### config.mk
export PLATFORM = sky130hd
export DESIGN_NAME = htub_blend
export DESIGN_NICKNAME = d
export VERILOG_FILES = /design/src/rtl/core/htub_pkg.sv /design/src/rtl/core/htub_blend.sv
export SDC_FILE = /design/constraint.sdc
export NUM_CORES = 1
export LEC_CHECK = 0
export BUFFER_PORTS_ARGS = -buffer_cell sky130_fd_sc_hd__clkbuf_2
export CAP_MARGIN = 5
export CORE_MARGIN = 1.5
export CORE_UTILIZATION = 60
export DETAILED_ROUTE_END_ITERATION = 6
export MAX_ROUTING_LAYER = met4
export PLACE_DENSITY = 0.79
export SYNTH_ARGS = -nofsm -noshare
export SYNTH_HDL_FRONTEND = slang
export SYNTH_SLANG_ARGS = --single-unit
### constraint.sdc
create_clock -name vclk -period 10.7
set_input_delay 0.535 -clock vclk [all_inputs]
set_output_delay 0.535 -clock vclk [all_outputs]
set_load 0.01 [all_outputs]
### src/rtl/core/htub_pkg.sv
// ----------------------------------------------------------------------------
// htub_pkg
// Shared types and constants for the head tile upscale and blend block.
// ----------------------------------------------------------------------------
package htub_pkg;

	// tile store geometry
	localparam int MAX_HEAD_SIZE = 64;
	localparam int OUT_SIZE      = 64;
	localparam int TILE_AW       = $clog2(MAX_HEAD_SIZE * MAX_HEAD_SIZE);
	localparam int COORD_W       = $clog2(MAX_HEAD_SIZE);
	localparam int HEAD_W        = $clog2(MAX_HEAD_SIZE) + 1;
	localparam int COL_W         = $clog2(OUT_SIZE);
	localparam int SCALE_W       = COL_W + HEAD_W;

	// configuration port
	localparam int CFG_W         = 13;
	localparam int MIN_WIDTH     = 64;

	typedef enum logic [0:0] {
		CFG_IMAGE_WIDTH  = 1'b0,
		CFG_IMAGE_HEIGHT = 1'b1
	} htub_cfg_idx_t;

	// request codes
	typedef enum logic [0:0] {
		REQ_LOAD = 1'b0,
		REQ_ROW  = 1'b1
	} htub_req_t;

	// result status codes
	typedef enum logic [0:0] {
		STAT_OK     = 1'b0,
		STAT_REJECT = 1'b1
	} htub_status_t;

	// row sequencer
	typedef enum logic [3:0] {
		ST_IDLE  = 4'b0001,
		ST_SETUP = 4'b0010,
		ST_RUN   = 4'b0100,
		ST_DRAIN = 4'b1000
	} htub_state_t;

	// stored pixels
	typedef struct packed {
		logic [7:0] red;
		logic [7:0] green;
		logic [7:0] blue;
	} htub_face_t;

	typedef struct packed {
		logic [7:0] red;
		logic [7:0] green;
		logic [7:0] blue;
		logic [7:0] alpha;
	} htub_hat_t;

endpackage

### src/rtl/core/htub_blend.sv
// ----------------------------------------------------------------------------
// htub_blend
// Alpha-over blend of one hat pixel onto one face pixel, three channels,
// each (hat*a + face*(255-a)) / 255 truncated.
// ----------------------------------------------------------------------------
module htub_blend
	import htub_pkg::*;
(
	input  htub_hat_t  hat_pix,
	input  htub_face_t face_pix,
	output logic [7:0] red,
	output logic [7:0] green,
	output logic [7:0] blue
);

	logic [7:0]  hat_c  [3];
	logic [7:0]  face_c [3];
	logic [7:0]  res_c  [3];
	logic [7:0]  inv_a;

	assign inv_a     = 8'd255 - hat_pix.alpha;
	assign hat_c[0]  = hat_pix.red;
	assign hat_c[1]  = hat_pix.green;
	assign hat_c[2]  = hat_pix.blue;
	assign face_c[0] = face_pix.red;
	assign face_c[1] = face_pix.green;
	assign face_c[2] = face_pix.blue;

	// per channel: weighted sum, then exact divide by 255 for 16-bit sums
	always_comb begin
		logic [15:0] sum;
		logic [16:0] adj;
		for (int c = 0; c < 3; c++) begin
			sum      = 16'(hat_c[c] * hat_pix.alpha) + 16'(face_c[c] * inv_a);
			adj      = {1'b0, sum} + {9'd0, sum[15:8]} + 17'd1;
			res_c[c] = adj[15:8];
		end
	end

	assign red   = res_c[0];
	assign green = res_c[1];
	assign blue  = res_c[2];

endmodule

==> summary.txt <==
Yosys
  • XOR/XNOR share of the synthesized area: 4.216%
  • Simple-Gate Fraction of Synth Area: 19.39%
  • Leading area contributor after synthesis: fa_1
  • Ranking of synthesized cells by area: fa_1 40%, ha_1 18%, inv_1 11%, nor2b_1 5.4%, and2_1 5.1%
  • Compound-gate portion of the synthesized area: about 6.0%
  • Syn. warnings: 0
  • Combinational family with the most area after synthesis: adder cells
  • Mux cell area share after synthesis: 0.6625%
  • Sequential area share after synthesis: 0%
  • Avg Synthesized Cell Area: 8.661 um^2
  • Netlist cell types: 62
  • Post-Synthesis Cells: between 1500 and 2000
  • Yosys top cell area share: 39.65%
  • Adder-Cell Fraction of Synth Area: around 57%
  • Netlist Area Pre-Place: 14540 um^2

Setup path
  • Worst-path fanout max: 48
  • Worst path buffer plus inverter count: 5
  • Critical path arrival: between 8000 and 9000 ps
  • Crit-path slowest cell: clkbuf_2
  • Crit-path most repeated cell: fa_1
  • Crit-path leading delay family: adder cells
  • CP endpoint kind: output pin
  • Max incr delay on CP: a little under 800 ps
  • Data required, critical path: 10170 ps
  • WS Path Type: in2out
  • CP Launch Type: input port

Timing
  • RSZ-0062 raised after global routing: false
  • Tightest Pin Transition: 1075 ps
  • Hold violation count in the final report: 0
  • Slew HR: between 20% and 30%
  • Fin Setup TNS: 0 ps
  • Pins over their slew limit: 0
  • Setup violators final: 0
  • Crit path time final: 8762 ps
  • Final period utilization: 81.89%
  • Fmax: between 100 and 150 MHz

Die
  • Core area: 23610 um^2
  • Starting Density: 61.58%
  • Num rows: 56
  • Die Wd: 158.7 um
  • DIE HEIGHT: 158.7 um
  • Die ar.: 25180 um^2
  • # IOs: 80

Clocking
  • Total setup buffers inserted after CTS: 0
  • Hold_buf cts: 0
  • Number of gates resized after CTS: 0

Cells and area
  • Seq cells: 0
  • Area of the multi-input gates: 12750 um^2
  • Syn-to-layout area delta: 4.586%
  • Proportion of layout cells with a drive suffix above 1: 5.934%
  • NumNets Final: 2269
  • Reg area: 0 um^2
  • Filler instances: 2026
  • Clkbuf count: 0

Min path
  • Min-delay worst type: in2out

Routing
  • Drt wl/cell: 14.72 um
  • Drt drc: 0
  • DRT Pass-1 Iters: 5
  • Via density: 5.335
  • Post-route ant nets: 0
  • Via Count: 10880
  • Post-Route WL: 30010 um
  • DRT iter0 DRCs: 547

Run status
  • Status: complete, no violations

Global route
  • Tot GR Track Use: 26.92%
  • Largest net degree at the start of global routing: between 40 and 50
  • Vias in the first global route: roughly 12000
  • First-pass GRT wire length: 53360 um
  • Total gr overflow: 0
  • Initial antenna violation count: 1

Run
  • Maxcap violations: 0

Placed design
  • IO buf count: 80
  • Placed wire-length estimate: around 25000 um
  • Routability congestion estimate: 0.8779
==> path summary, 6_finish.rpt <==
check	to	start	slack [ps]	cells past startpoint
max	green[7]	hat_pix[2]	1940	28
min	green[5]	hat_pix[16]	2100	8
==> final cells by class <==
class	instances	area share [%]
Antenna cell	1	0.01645
Inverter	432	10.66
Multi-Input combinational cell	1203	83.87
Tap cell	319	2.624
Timing Repair Buffer	84	2.830
==> layout by cell type, fill, tap and decap left out, types with 5 or more instances in the layout <==
master,count
a21o_1,9
a21oi_1,41
a31oi_1,5
and2_1,119
clkbuf_2,80
fa_1,288
ha_1,204
inv_1,432
nand2_1,106
nand2b_1,77
nand3_1,8
nor2_1,27
nor2b_1,126
nor3_1,9
nor3b_1,5
o211ai_1,5
o21a_1,7
o21ai_0,20
xnor2_1,43
xor2_1,27
==> metal layers <==
layer / GRT usage (%) / vias to the layer above / routed length, um
met5: - / - / 0
met4: 5.874 / 0 / 513
met3: 1.306 / 51 / 1315
met2: 47.79 / 280 / 15480
met1: 34.23 / 5442 / 12700
li1: - / 5105 / -
==> cell usage after synthesis (5+ instances only) <==
| cell | number |
|---|---|
| nor2_1 | 27 |
| nor3b_1 | 5 |
| xor2_1 | 27 |
| nor2b_1 | 126 |
| fa_1 | 288 |
| a21o_1 | 9 |
| o211ai_1 | 5 |
| nand2b_1 | 77 |
| xnor2_1 | 43 |
| inv_1 | 432 |
| o21a_1 | 7 |
| a21oi_1 | 41 |
| clkbuf_1 | 43 |
| nor3_1 | 9 |
| a31oi_1 | 5 |
| nand2_1 | 106 |
| and2_1 | 119 |
| o21ai_0 | 20 |
| ha_1 | 204 |
| nand3_1 | 8 |
==> through the flow <==
stage / utilization [%] / std cells / hold WS [ps] / worst slack [ps] / cell area [um^2]
global route: 64.41 / 2039 / 2192 / 1423 / 15210
floorplan: - / 1681 / 1696 / 2977 / 14550
detailed placement: 64.40 / 2038 / 2082 / 1985 / 15210
finish: 64.41 / 2039 / 2100 / 1938 / 15210
CTS: 64.40 / 2038 / 2084 / 1953 / 15210
global placement: 64.40 / 2038 / 2100 / 2081 / 15210
==> kinds of logic (layout without fill, tap and decap cells) <==
family                   count (synthesis)  count (layout)
AND/OR/NAND/NOR                        499             499
adder cells (fa/ha/maj)                494             494
buffers and inverters                  478             516
AO/OA/AOI/OAI                          128             128
XOR/XNOR                                70              70
multiplexers                             9               9
other                                    1               4
Power is left out: the tool's default activity adds up to more than one toggle a clock period on the data nets, which glitch-free logic cannot reach.
